**src/design/ddsnow_pkg.sv**
```systemverilog
// shared types and constants of the degree-day snow cell update pipeline
package ddsnow_pkg;

    // field widths
    localparam int TEMP_W     = 15;
    localparam int Q16_W      = 16;
    localparam int FRESH_W    = 17;
    localparam int SWE_W      = 32;
    localparam int STEP_W     = 13;
    localparam int CFG_IDX_W  = 3;
    localparam int CFG_DATA_W = 17;

    // pipeline depth, output register included
    localparam int NUM_STAGES = 7;

    // fixed-point constants
    localparam logic [FRESH_W-1:0] ONE_Q16     = 17'd65536;
    localparam logic [Q16_W-1:0]   ALBEDO_RAIN = 16'd26214;
    localparam logic [Q16_W-1:0]   ALBEDO_SNOW = 16'd52429;

    // albedo 0.4*(1+f) rounded: (4*f + 4*65536 + 5) / 10
    localparam logic [19:0] ALB_OFFSET     = 20'd262149;
    // ceil(2^23 / 10), exact division by ten for operands below 2^22
    localparam logic [19:0] RECIP_TEN      = 20'd838861;
    localparam int          RECIP_TEN_SHIFT = 23;

    // configuration register indexes
    typedef enum logic [CFG_IDX_W-1:0] {
        REG_SNOW_TEMP_LOW   = 3'd0,
        REG_SNOW_TEMP_HIGH  = 3'd1,
        REG_SNOW_SPAN_RECIP = 3'd2,
        REG_MELT_TEMP_LOW   = 3'd3,
        REG_MELT_SPAN_RECIP = 3'd4,
        REG_MELT_COEFF      = 3'd5,
        REG_DECAY_PER_STEP  = 3'd6,
        REG_STEP_FACTOR     = 3'd7
    } cfg_reg_t;

    // register file contents as seen by the datapath
    typedef struct packed {
        logic signed [TEMP_W-1:0] snow_temp_low;
        logic signed [TEMP_W-1:0] snow_temp_high;
        logic [Q16_W-1:0]         snow_span_recip;
        logic signed [TEMP_W-1:0] melt_temp_low;
        logic [Q16_W-1:0]         melt_span_recip;
        logic [Q16_W-1:0]         melt_coeff;
        logic [FRESH_W-1:0]       decay;          // clamped to one
        logic [STEP_W-1:0]        step_factor;
    } cfg_t;

endpackage

```
**src/design/ddsnow_cfg.sv**
```systemverilog
// configuration register file of the snow cell update
module ddsnow_cfg (
    input  logic                             aclk,
    input  logic                             aresetn,
    input  logic                             cfg_we,
    input  logic [ddsnow_pkg::CFG_IDX_W-1:0] cfg_index,
    input  logic [ddsnow_pkg::CFG_DATA_W-1:0] cfg_wdata,
    output ddsnow_pkg::cfg_t                 cfg
);
    import ddsnow_pkg::*;

    logic signed [TEMP_W-1:0] snow_temp_low_reg;
    logic signed [TEMP_W-1:0] snow_temp_high_reg;
    logic [Q16_W-1:0]         snow_span_recip_reg;
    logic signed [TEMP_W-1:0] melt_temp_low_reg;
    logic [Q16_W-1:0]         melt_span_recip_reg;
    logic [Q16_W-1:0]         melt_coeff_reg;
    logic [FRESH_W-1:0]       decay_per_step_reg;
    logic [STEP_W-1:0]        step_factor_reg;

    // register writes
    always_ff @(posedge aclk) begin
        if (!aresetn) begin
            snow_temp_low_reg   <= 15'sd0;
            snow_temp_high_reg  <= 15'sd512;
            snow_span_recip_reg <= 16'd128;
            melt_temp_low_reg   <= 15'sd0;
            melt_span_recip_reg <= 16'd128;
            melt_coeff_reg      <= 16'd1024;
            decay_per_step_reg  <= 17'd60000;
            step_factor_reg     <= 13'd256;
        end else if (cfg_we) begin
            unique case (cfg_reg_t'(cfg_index))
                REG_SNOW_TEMP_LOW:   snow_temp_low_reg   <= $signed(cfg_wdata[TEMP_W-1:0]);
                REG_SNOW_TEMP_HIGH:  snow_temp_high_reg  <= $signed(cfg_wdata[TEMP_W-1:0]);
                REG_SNOW_SPAN_RECIP: snow_span_recip_reg <= cfg_wdata[Q16_W-1:0];
                REG_MELT_TEMP_LOW:   melt_temp_low_reg   <= $signed(cfg_wdata[TEMP_W-1:0]);
                REG_MELT_SPAN_RECIP: melt_span_recip_reg <= cfg_wdata[Q16_W-1:0];
                REG_MELT_COEFF:      melt_coeff_reg      <= cfg_wdata[Q16_W-1:0];
                REG_DECAY_PER_STEP:  decay_per_step_reg  <= cfg_wdata[FRESH_W-1:0];
                REG_STEP_FACTOR:     step_factor_reg     <= cfg_wdata[STEP_W-1:0];
                default: ;
            endcase
        end
    end

    // datapath view, decay limited to one
    always_comb begin
        cfg.snow_temp_low   = snow_temp_low_reg;
        cfg.snow_temp_high  = snow_temp_high_reg;
        cfg.snow_span_recip = snow_span_recip_reg;
        cfg.melt_temp_low   = melt_temp_low_reg;
        cfg.melt_span_recip = melt_span_recip_reg;
        cfg.melt_coeff      = melt_coeff_reg;
        cfg.decay           = (decay_per_step_reg > ONE_Q16) ? ONE_Q16 : decay_per_step_reg;
        cfg.step_factor     = step_factor_reg;
    end

endmodule

```
**config.mk**
```make
export PLATFORM = sky130hd
export DESIGN_NAME = ddsnow_cfg
export DESIGN_NICKNAME = d
export VERILOG_FILES = /design/src/design/ddsnow_pkg.sv /design/src/design/ddsnow_cfg.sv
export SDC_FILE = /design/constraint.sdc
export NUM_CORES = 1
export LEC_CHECK = 0
export BUFFER_PORTS_ARGS = -buffer_cell sky130_fd_sc_hd__buf_2
export CORE_UTILIZATION = 45
export CTS_BUF_LIST = sky130_fd_sc_hd__clkbuf_16
export DETAILED_ROUTE_END_ITERATION = 10
export GPL_TIMING_DRIVEN = 0
export HOLD_SLACK_MARGIN = 0.15
export PLACE_DENSITY = 0.71
export SLEW_MARGIN = 40
export SYNTH_ARGS = -nofsm -noshare
export SYNTH_HDL_FRONTEND = slang
export SYNTH_SLANG_ARGS = --single-unit
```
**constraint.sdc**
```tcl
create_clock -name aclk -period 2 [get_ports aclk]
set_input_delay 0 -clock aclk [delete_from_list [all_inputs] [get_ports aclk]]
set_output_delay 0 -clock aclk [all_outputs]
set_load 0.03 [all_outputs]
```
Word level (Yosys, flattened, before mapping)
Cells that the tools add are included.
{ "totals": {"reg_bits": 123, "latch_bits": 0, "ram_bits": 0, "mem_bits_ro": 0, "input_bits": 23, "out_inout_bits": 123, "word_cells": 26, "n_memories": 0} }
{ "op_classes": {"add_sub_neg": 0, "mul": 0, "n_div": 0, "order_cmp": 1, "eq_ne": 7, "shifts": 0, "mux": 1, "bitwise": 0, "n_reduce_logical": 9} }
{ "op_table": {"columns": ["cell", "n"], "rows": [
  ["$gt A17 B17 Y1 const B", 1],
  ["$mux W17", 1],
  ["$reduce_and A2 Y1", 8],
  ["$eq A3 B3 Y1 const B", 4],
  ["$eq A3 B2 Y1 const B", 2],
  ["$eq A3 B1 Y1 const B", 1],
  ["$logic_not A3 Y1", 1]
]} }

Logic depth before layout (Yosys ltp)
Gate-level depths: netlist of the first run.
{ "depth": {"word_depth": 2, "mapped_depth": 6, "ltp_nobuf": 3} }

Worst setup path before layout of the first run
Ideal clock, no wire load.
{ "synth_path": {"path_type": "register to output", "from": "register decay_per_step_reg[3]", "to": "output port cfg[18] (netlist name)", "t_arrival_ns": 1.391, "required_ns": 2.000, "setup_slack_ns": 0.609, "path_stages_with_launch": 4, "path_buffers": 0, "cell_sequence": "dfxtp_1 -> nor4_1 -> a41oi_1 -> nor2b_1"} }
{ "synth_rtl": {"columns": ["item", "line", "rtl"], "rows": [
  ["start, declared", "ddsnow_cfg.sv:18", "logic [FRESH_W-1:0] decay_per_step_reg;"],
  ["start signal, assigned", "ddsnow_cfg.sv:40", "REG_DECAY_PER_STEP: decay_per_step_reg <= cfg_wdata[FRESH_W-1:0];"],
  ["end, declared", "ddsnow_cfg.sv:8", "output ddsnow_pkg::cfg_t cfg"]
]} }

==> metrics.txt, run 1 <==
status=completed; Worst-Margin Slew=0.561 ns; crit path max fanout=5; Reg clk slew, reported paths=0.05 ns; drt wl/cell=16.2 um; Final ANT Viol Nets=0; vias in the first global route=4273; Skew-Pair Late Insertion Delay=0.41 ns; Congestion Overflow GR=0; Syn Nets=608; CTS tree=done; Core ar.=0.0105 mm2; H-tree levels=4; Synth-to-Final Area Change=33.4%; Antenna Cells=0; Die Ht=107 um; synth top area cells=dfxtp_1 50%, nand2_1 19%, a21boi_0 11%; R2R Path End=decay_per_step_reg[16]; Starting DRT DRC Count=289; first-pass detailed-route iteration total=7; Cells on Worst Hold Path=5; top-area cell type share of the netlist area=49.6%; Post-synth EDFFs=0; Nets=779; Rows=37; fin crit period=1.91 ns; Final Hold Viols=0; Leak=2.83 nW; FF-to-FF path depth=3; antenna violations before repair=0; Async SR Flop Fraction=0%; Synth area leader=dfxtp_1; chip width=107 um; gpl congestion=approximately 0.80; Worst Skew=0 ns; post-synth cell types=27; Arr. time, crit path=1.91 ns; R2R Path Start=decay_per_step_reg[16]; Synth Flop Type=dfxtp_1; placed cells=about 850; Worst setup EP type=output pin; Max Slew Vio Count=0; CP Launch Type=flop; non-filler instance count after layout=904; Routed WL=between 10000 and 15000 um; DRC=0; Worst Path Required=2.00 ns; post-synthesis sequential area ratio=49.6%; CTS Root Cell=clkbuf_16; Num Clock Sinks=123; relative slew slack=62.6%; Hold EP=snow_temp_low_reg[1]; #FFs+latches synth=123; pwr/cell area=between 900 and 1000 mW/mm2; Final Setup Violations=0; unrepaired setup endpoints after global routing=no; setup TNS=0 ns; layout cell share with drive strength beyond 1=28.4%; Synth Area per Inst=8.48 um2; DP HPWL=10200 um; mapped cell area=0.00496 mm2; fmax=approximately 520 MHz; reg2reg setup slack=~0.56 ns; I/O Buffers=131; gr usage total=26.2%; Ys Warns=0; critical setup path kind=reg -> out; CTS buffer count=17; min-delay src=cfg_index[1]; Setup Fix Bufs, Post-CTS=0; first-pass GRT wire length=22300 um; post-route clock period utilization=95.3%; Hold Path Class=in -> reg; full die area=0.0114 mm2; max FFs per register=17; largest net degree at the start of global routing=17; peak supply drop=roughly 0.53 mV; Initial Util=47.2%; DR vias/cell=5.10; via count=4610; fillers=896; CTS max path bufs=2; max cap viols=0; Mapped Cells=585; I/O pins=146
## power breakdown
group          internal [W]  switching [W]  leakage (nW)
combinational      0.000182       0.000346          1.54
clock               0.00203        0.00103         0.296
sequential          0.00251      0.0000345         0.996
## cells in the final DEF, fill, tap and decap left out
cell,Yosys,routed
dfxtp_1,123,123
nand3_1,12,12
buf_6,4,4
a21boi_2,10,10
buf_4,10,10
nor4b_4,1,1
a21boi_1,26,26
buf_2,21,152
or4b_1,1,1
nand4b_2,2,2
and4_1,1,1
clkinv_2,0,3
nor4_2,0,4
and2b_1,2,2
clkinv_1,0,5
and4bb_2,3,3
inv_1,1,3
and4b_1,3,3
nand4bb_2,1,1
nand4b_1,1,1
a41oi_1,1,1
nor2b_1,14,14
dlygate4sd3_1,0,20
clkbuf_2,5,5
clkbuf_16,0,17
nand4_1,1,1
nand2_1,245,245
bufinv_16,0,4
a21boi_0,75,75
nand4bb_1,2,2
clkbuf_1,15,15
nand2_2,1,1
a41oi_2,0,1
## kinds of logic (layout without fill, tap and decap cells)
logic type             count (synthesis)  count (layout)  share of synthesized area [%]
AND/OR/NAND/NOR                      294             294                           26.4
buffers and inverters                 56             238                           6.26
AO/OA/AOI/OAI                        112             113                           17.7
flip-flops                           123             123                           49.6
## how the worst max path moves through the flow
stage	startpoint	cells after the start	slack, ns	to
floorplan	decay_per_step_reg[3]	3	0.61	cfg[18]
CTS	decay_per_step_reg[0]	4	0.02	cfg[21]
finish	decay_per_step_reg[0]	4	0.09	cfg[26]
detailed placement	decay_per_step_reg[0]	4	0.41	cfg[21]
global route	decay_per_step_reg[0]	4	0.02	cfg[25]
global placement	decay_per_step_reg[0]	4	0.47	cfg[21]
## cells in the mapped netlist, types with 2 or more instances
cell	count
and2b_1	2
nand4bb_1	2
nand2_1	245
clkbuf_1	15
nand3_1	12
buf_6	4
nor4_1	4
a21boi_1	26
a21boi_2	10
and4b_1	3
buf_4	10
and4bb_2	3
nand4b_2	2
buf_2	21
clkbuf_2	5
nor2b_1	14
a21boi_0	75
dfxtp_1	123
## area by class of cell
type	count	area, um2	area share (%)
well taps	136	170	2.57
repair buffers	151	856	12.9
multi-input cells	407	2230	33.7
inverters	1	3.75	0.0568
clock inverters	14	161	2.44
flip-flops and latches	123	2460	37.2
plain buffers	55	307	4.63
clock buffers	17	425	6.43
## per-layer routing
metal	vias to the layer above	GRT usage [%]	routed length, um
met5	-	0	0
met1	2204	32.7	6380
met3	30	4.98	657
li1	2238	-	-
met2	138	43.9	7290
met4	0	11.6	336
## critical path: stages (launching register included)
cell     delay, ns
dfxtp_1       0.32
nor4_2        0.41
a41oi_1       0.34
nor2b_1       0.21
buf_2         0.22
## per-stage QoR
| stage | power [W] | hold WS, ns | util (%) | cell area (um2) | worst slack [ns] |
|---|---|---|---|---|---|
| floorplan | 0.00292 | 0.124 | - | 4960 | 0.609 |
| global placement | 0.00307 | 0.260 | 55.1 | 5790 | 0.471 |
| detailed placement | 0.00309 | 0.271 | 55.1 | 5790 | 0.413 |
| CTS | 0.00616 | 0.154 | 62.6 | 6580 | 0.0202 |
| global route | 0.00632 | 0.230 | 62.9 | 6610 | 0.0189 |
| finish | 0.00614 | 0.168 | 62.9 | 6610 | 0.0948 |
## what timing repair did
action	in CTS	in global routing
gates resized for setup	1	4
gates cloned	0	1
setup endpoints to repair	2	10
hold endpoints to repair	123	0
pin swaps	0	1
hold buffers	20	0
Power figures use the tool's default switching activity.
==> run 2: changes to the inputs <==
CORE_MARGIN = 2   (was unset)
HOLD_SLACK_MARGIN = unset   (was 0.15)
==> run 2 against run 1 <==
Register-to-register slack improved by 0.33 ns. Count of clock-buffer cells in the layout did not move. Sequential power barely moved. Worst hold slack got worse by 0.14 ns. Total power rose by 1.3%. Critical path type unchanged. Critical endpoint is now cfg[28].
==> metrics.txt, run 2 (synthesized netlist as in run 1, its figures left out) <==
max cap viols=0 (unchanged); post-route clock period utilization=96.3% (+1.0 points); Hold Path Class=in -> reg; Worst-Margin Slew=0.594 ns (+0.0336 ns); CTS Root Cell=clkbuf_16; Worst Path Buf+Inv=1 (unchanged); Congestion Overflow GR=0 (unchanged); Core ar.=0.0108 mm2 (+2.7%); CP cell instances=nor4_1, a41oi_2, and2b_1, buf_2; max FFs per register=17 (unchanged); Setup Fix Bufs, Post-CTS=0 (unchanged); Worst Skew=0 ns (unchanged); Final Setup Violations=0 (unchanged); post-layout util=61.1% (-1.8 points); crit path max fanout=10 (+5); DR vias/cell=4.99 (-2.2%); Routed WL=14500 um (-1.4%); first-pass GRT wire length=21700 um (-2.5%); I/O Buffers=131 (unchanged); drt wl/cell=15.9 um (-1.8%); gpl congestion=0.763 (-4.6%); full die area=0.0119 mm2 (+3.8%); chip width=109 um (+1.9%); Max Slew Vio Count=0 (unchanged); H-tree levels=4 (unchanged); most frequent cells in the layout=245 x nand2_1, 152 x buf_2, 123 x dfxtp_1; Antenna Cells=0 (unchanged); fmax=519 MHz (-1.1%); largest net degree at the start of global routing=17 (unchanged); layout cell share with drive strength beyond 1=28.7% (+0.30 points); relative slew slack=60.4% (-2.2 points); Arr. time, crit path=1.93 ns (+0.02 ns); peak supply drop=0.546 mV (+3.8%); I/O pins=146 (unchanged); gr usage total=24.6% (-1.6 points); CTS tree=done; Final ANT Viol Nets=0 (unchanged); critical path's largest stage delay=0.39 ns (-0.02 ns); CP Launch Type=flop; pwr/cell area=943 mW/mm2 (+1.6%); Initial Util=46.0% (-1.2 points); first-pass detailed-route iteration total=5 (-2); fin crit period=1.93 ns (+0.0206 ns); DRC=0 (unchanged); CTS max path bufs=2 (unchanged); FF-to-FF path depth=3 (unchanged); multi-input logic area=0.00219 mm2 (-1.5%); Worst setup EP type=output pin; placed inst area=0.00579 mm2 (about the same); vias in the first global route=4167 (-2.5%); Crit. path cell count=4 (unchanged); Skew-Pair Late Insertion Delay=0.41 ns (about the same); commonest non-fill, non-tap cell in the layout=nand2_1; Top delay family on crit path=simple AND/OR/NAND/NOR gates; fin area=0.00659 mm2 (-0.30%); DP HPWL=9980 um (-1.9%); CTS buffer count=17 (unchanged); Nets=777 (-0.26%); fillers=941 (+5.0%); Worst Path Required=2.00 ns (about the same); Num Clock Sinks=123 (unchanged); Final Hold Viols=0 (unchanged); Cells on Worst Hold Path=2 (-3); critical setup path kind=reg -> out; Reg clk slew, reported paths=0.05 ns (about the same); Leak=2.81 nW (-0.69%); Starting DRT DRC Count=307 (+6.2%); Critical Path Slowest Stage Cell=nor4_1; Reg area=0.00246 mm2 (unchanged); status=completed; Die Ht=109 um (+1.9%); Synth-to-Final Area Change=32.9%; Rows=38 (+2.7%); antenna violations before repair=0 (unchanged); via count=4523 (-1.9%)
==> run 2: cell types whose count changed in the layout (fill, tap and decap cells not counted), sizes merged <==
cell	change
inv	-2
clkinvlp	+3
a41oi	-1
dlygate4sd3	-1
==> run 2: worst register-to-register path, delay by kind of cell (launching register included) <==
| family | cells | cell delay, ns |
|---|---|---|
| buf+inv | 1 | 0.57 |
| flops | 1 | 0.31 |
| simple gates | 2 | 0.11 |
==> run 2: layer usage <==
metal	vias to the layer above	GRT usage (%)	share of wire, %
met5	-	0	0
met4	0	9.16	2.5
met3	32	6.28	6.4
met2	138	41.9	50
met1	2120	29.8	42
li1	2233	-	-
==> run 2: layout make-up <==
type	count	area share [%]
repair buffers	150	12.8
inverters	1	0.0569
clock inverters	15	2.73
flip-flops and latches	123	37.3
clock buffers	17	6.45
multi-input cells	406	33.3
plain buffers	55	4.65
well taps	140	2.66
==> run 2: per-stage QoR <==
stage,setup TNS [ns],cells,hold slack [ns],power (W),setup slack [ns]
5_1_grt,-0.00583,907,0.0645,0.00640,-0.00541
3_3_place_gp,0,856,0.266,0.00308,0.489
3_5_place_dp,0,856,0.281,0.00309,0.453
6_report,0,907,0.0317,0.00622,0.0742
2_1_floorplan,0,585,0.124,0.00292,0.609
4_1_cts,0,907,0.0411,0.00624,0.0176
==> run 2: worst paths after layout <==
path | from | end | slack, ns
setup / recovery | decay_per_step_reg[0] | cfg[28] | 0.07
setup reg to reg | snow_temp_high_reg[9] | snow_temp_high_reg[9] | 0.89
hold / removal | aresetn | melt_temp_low_reg[0] | 0.03
hold reg to reg | snow_span_recip_reg[11] | snow_span_recip_reg[11] | 0.45
==> run 2: what timing repair did <==
item,4_1_cts,5_1_grt
hold buffers,19,0
endpoints found under the hold margin,118,0
gates resized for setup,0,1
endpoints found under the setup margin,0,9
==> run 2: power breakdown <==
group	switching (W)	total (W)	internal, W
combinational	0.000344	0.000525	0.000181
sequential	0.0000323	0.00254	0.00251
clock	0.00110	0.00315	0.00206
total	0.00147	0.00622	0.00475
==> run 3: changes to the inputs <==
ABC_CLOCK_PERIOD_IN_PS = 1700   (was unset)
CELL_PAD_IN_SITES_DETAIL_PLACEMENT = 1   (was unset)
CELL_PAD_IN_SITES_GLOBAL_PLACEMENT = 2   (was unset)
CORE_UTILIZATION = 26   (was 45)
PLACE_DENSITY = unset   (was 0.71)
PLACE_DENSITY_LB_ADDON = 0.1   (was unset)
clock period = 1.7 ns   (was 2 ns; I/O delays follow)
==> run 3 against run 2 <==
Sequential share of layout area decreased by 1.3 points. Highest routed layer unchanged. Critical path depth unchanged. Largest cell class unchanged. The flow now finishes with violations (setup timing). Final area increased by 3.9%. Critical path type unchanged.
==> metrics.txt, run 3 (synthesized netlist as in run 1, its figures left out) <==
layout cell share with drive strength beyond 1=29.8% (+1.1 points); Critical Path Slowest Stage Cell=nor4_4; fin crit period=~1.8 ns; DR vias/cell=4.55 (-8.7%); worst hold margin=0.000454 ns (-0.0312 ns); CP cell instances=nor4_4, a41oi_2, and2b_1, buf_6; placed cells=950 (+11%); Nets=778 (+0.13%); pwr/cell area=1100 mW/mm2 (+17%); Pwr Total=0.00756 W (+21%); gpl congestion=0.742 (-2.7%); non-filler instance count after layout=1002 (+10%); CTS Root Cell=clkbuf_16; Final Hold Viols=0 (unchanged); DP HPWL=12800 um (+28%); Leak=2.85 nW (+1.2%); CP Launch Type=flop; CTS buffer count=17 (unchanged); Die Ht=142 um (+30%); Routed WL=18200 um (+26%); CTS max path bufs=2 (unchanged); Worst Path Buf+Inv=1 (unchanged); unrepaired setup endpoints after global routing=yes; via count=4561 (+0.84%); I/O pins=146 (unchanged); Initial Util=26.5% (-19 points); setup TNS=-0.166 ns (-0.166 ns); critical path's largest stage delay=0.37 ns (-0.02 ns); fmax=between 500 and 600 MHz; CTS tree=done; first-pass GRT wire length=27500 um (+27%); max layer used=met4; critical setup path kind=reg -> out; commonest non-fill, non-tap cell in the layout=nand2_1; Final ANT Viol Nets=0 (unchanged); Worst Skew=0 ns (unchanged); antenna violations before repair=0 (unchanged); Worst-Margin Slew=0.635 ns (+0.0412 ns); most frequent cells in the layout=245 x nand2_1, 142 x buf_2, 118 x dfxtp_1; Core ar.=0.0187 mm2 (+73%); PnR worst setup slack=-0.0603 ns (-0.135 ns); Arr. time, crit path=1.76 ns (-0.17 ns); Final Setup Violations=5 (+5); Num Clock Sinks=123 (unchanged); Reg clk slew, reported paths=0.06 ns (about the same); met2 wire length=8680 um (+21%); DRC=0 (unchanged); H-tree levels=4 (unchanged); Skew-Pair Late Insertion Delay=0.41 ns (about the same); drt wl/cell=18.2 um (+14%); Hold Path Class=in -> reg; failing checks=setup timing; peak supply drop=0.685 mV (+26%); Max Slew Vio Count=0 (unchanged); M1 WL=8450 um (+41%); fillers=2225 (+140%); largest net degree at the start of global routing=17 (unchanged); I/O Buffers=131 (unchanged); Worst Path Required=1.70 ns (-0.30 ns); Antenna Cells=0 (unchanged); post-route clock period utilization=104%; Rows=50 (+32%); vias in the first global route=4629 (+11%); relative slew slack=57.6% (-2.7 points); Synth-to-Final Area Change=38.1%; gr usage total=18.3% (-6.2 points); Starting DRT DRC Count=196 (-36%); full die area=0.0202 mm2 (+70%); status=complete, but fails checks; chip width=142 um (+30%); Worst setup EP type=output pin; max FFs per register=17 (unchanged); Congestion Overflow GR=0 (unchanged); crit path max fanout=5 (-5); first-pass detailed-route iteration total=4 (-1); Top delay family on crit path=simple AND/OR/NAND/NOR gates; max cap viols=0 (unchanged); met3 routed WL=882 um (-4.8%)
[run 3: routing by layer]
metal / vias to the layer above / track usage (%)
met5: - / 0
met4: 0 / 5.16
met3: 18 / 4.54
met2: 98 / 30.6
met1: 2201 / 23.6
li1: 2244 / -
[run 3: final cells by class]
cell class	instances	area [um2]	area share (%)
sequential	123	2470	36.0
multi-input combinational	407	2270	33.2
timing repair buffer	150	876	12.8
clock inverter	15	205	3.00
buffer	55	307	4.48
tap	234	293	4.27
inverter	1	3.75	0.0548
clock buffer	17	425	6.21
[run 3: worst register-to-register path, stage by stage (launching register included)]
cell,delay [ns]
dfxtp_2,0.42
nand2_1,0.07
a21boi_0,0.16
[run 3: per-stage QoR]
step | area [um2] | utilization [%] | worst slack, ns
final | 6850 | 36.6 | -0.0603
after global routing | 6850 | 36.6 | -0.105
after CTS | 6850 | 36.6 | -0.0627
after detailed placement | 5910 | 31.6 | 0.0992
after global placement | 5910 | 31.6 | 0.104
after floorplan | 4960 | - | 0.309
[run 3: power by group]
part / internal (W) / switching (W)
logic: 0.000223 / 0.000428
registers: 0.00295 / 0.0000446
clock network: 0.00257 / 0.00134
[run 3: timing repair]
action                                  4_1_cts  5_1_grt
gates resized for setup                      25        2
hold buffers                                 18        0
endpoints found under the setup margin       10       10
setup buffers                                 1        0
pin swaps                                     4        4
cloned                                        1        0
endpoints found under the hold margin        94        0
[run 3: worst paths after layout]
| check | slack [ns] | to | cells after the start | startpoint |
|---|---|---|---|---|
| min | 0.0005 | snow_temp_high_reg[3] | 2 | aresetn |
| max | -0.06 | cfg[28] | 4 | decay_per_step_reg[14] |
| max reg2reg | 0.97 | decay_per_step_reg[16] | 2 | decay_per_step_reg[16] |
| min reg2reg | 0.45 | snow_temp_high_reg[12] | 2 | snow_temp_high_reg[12] |
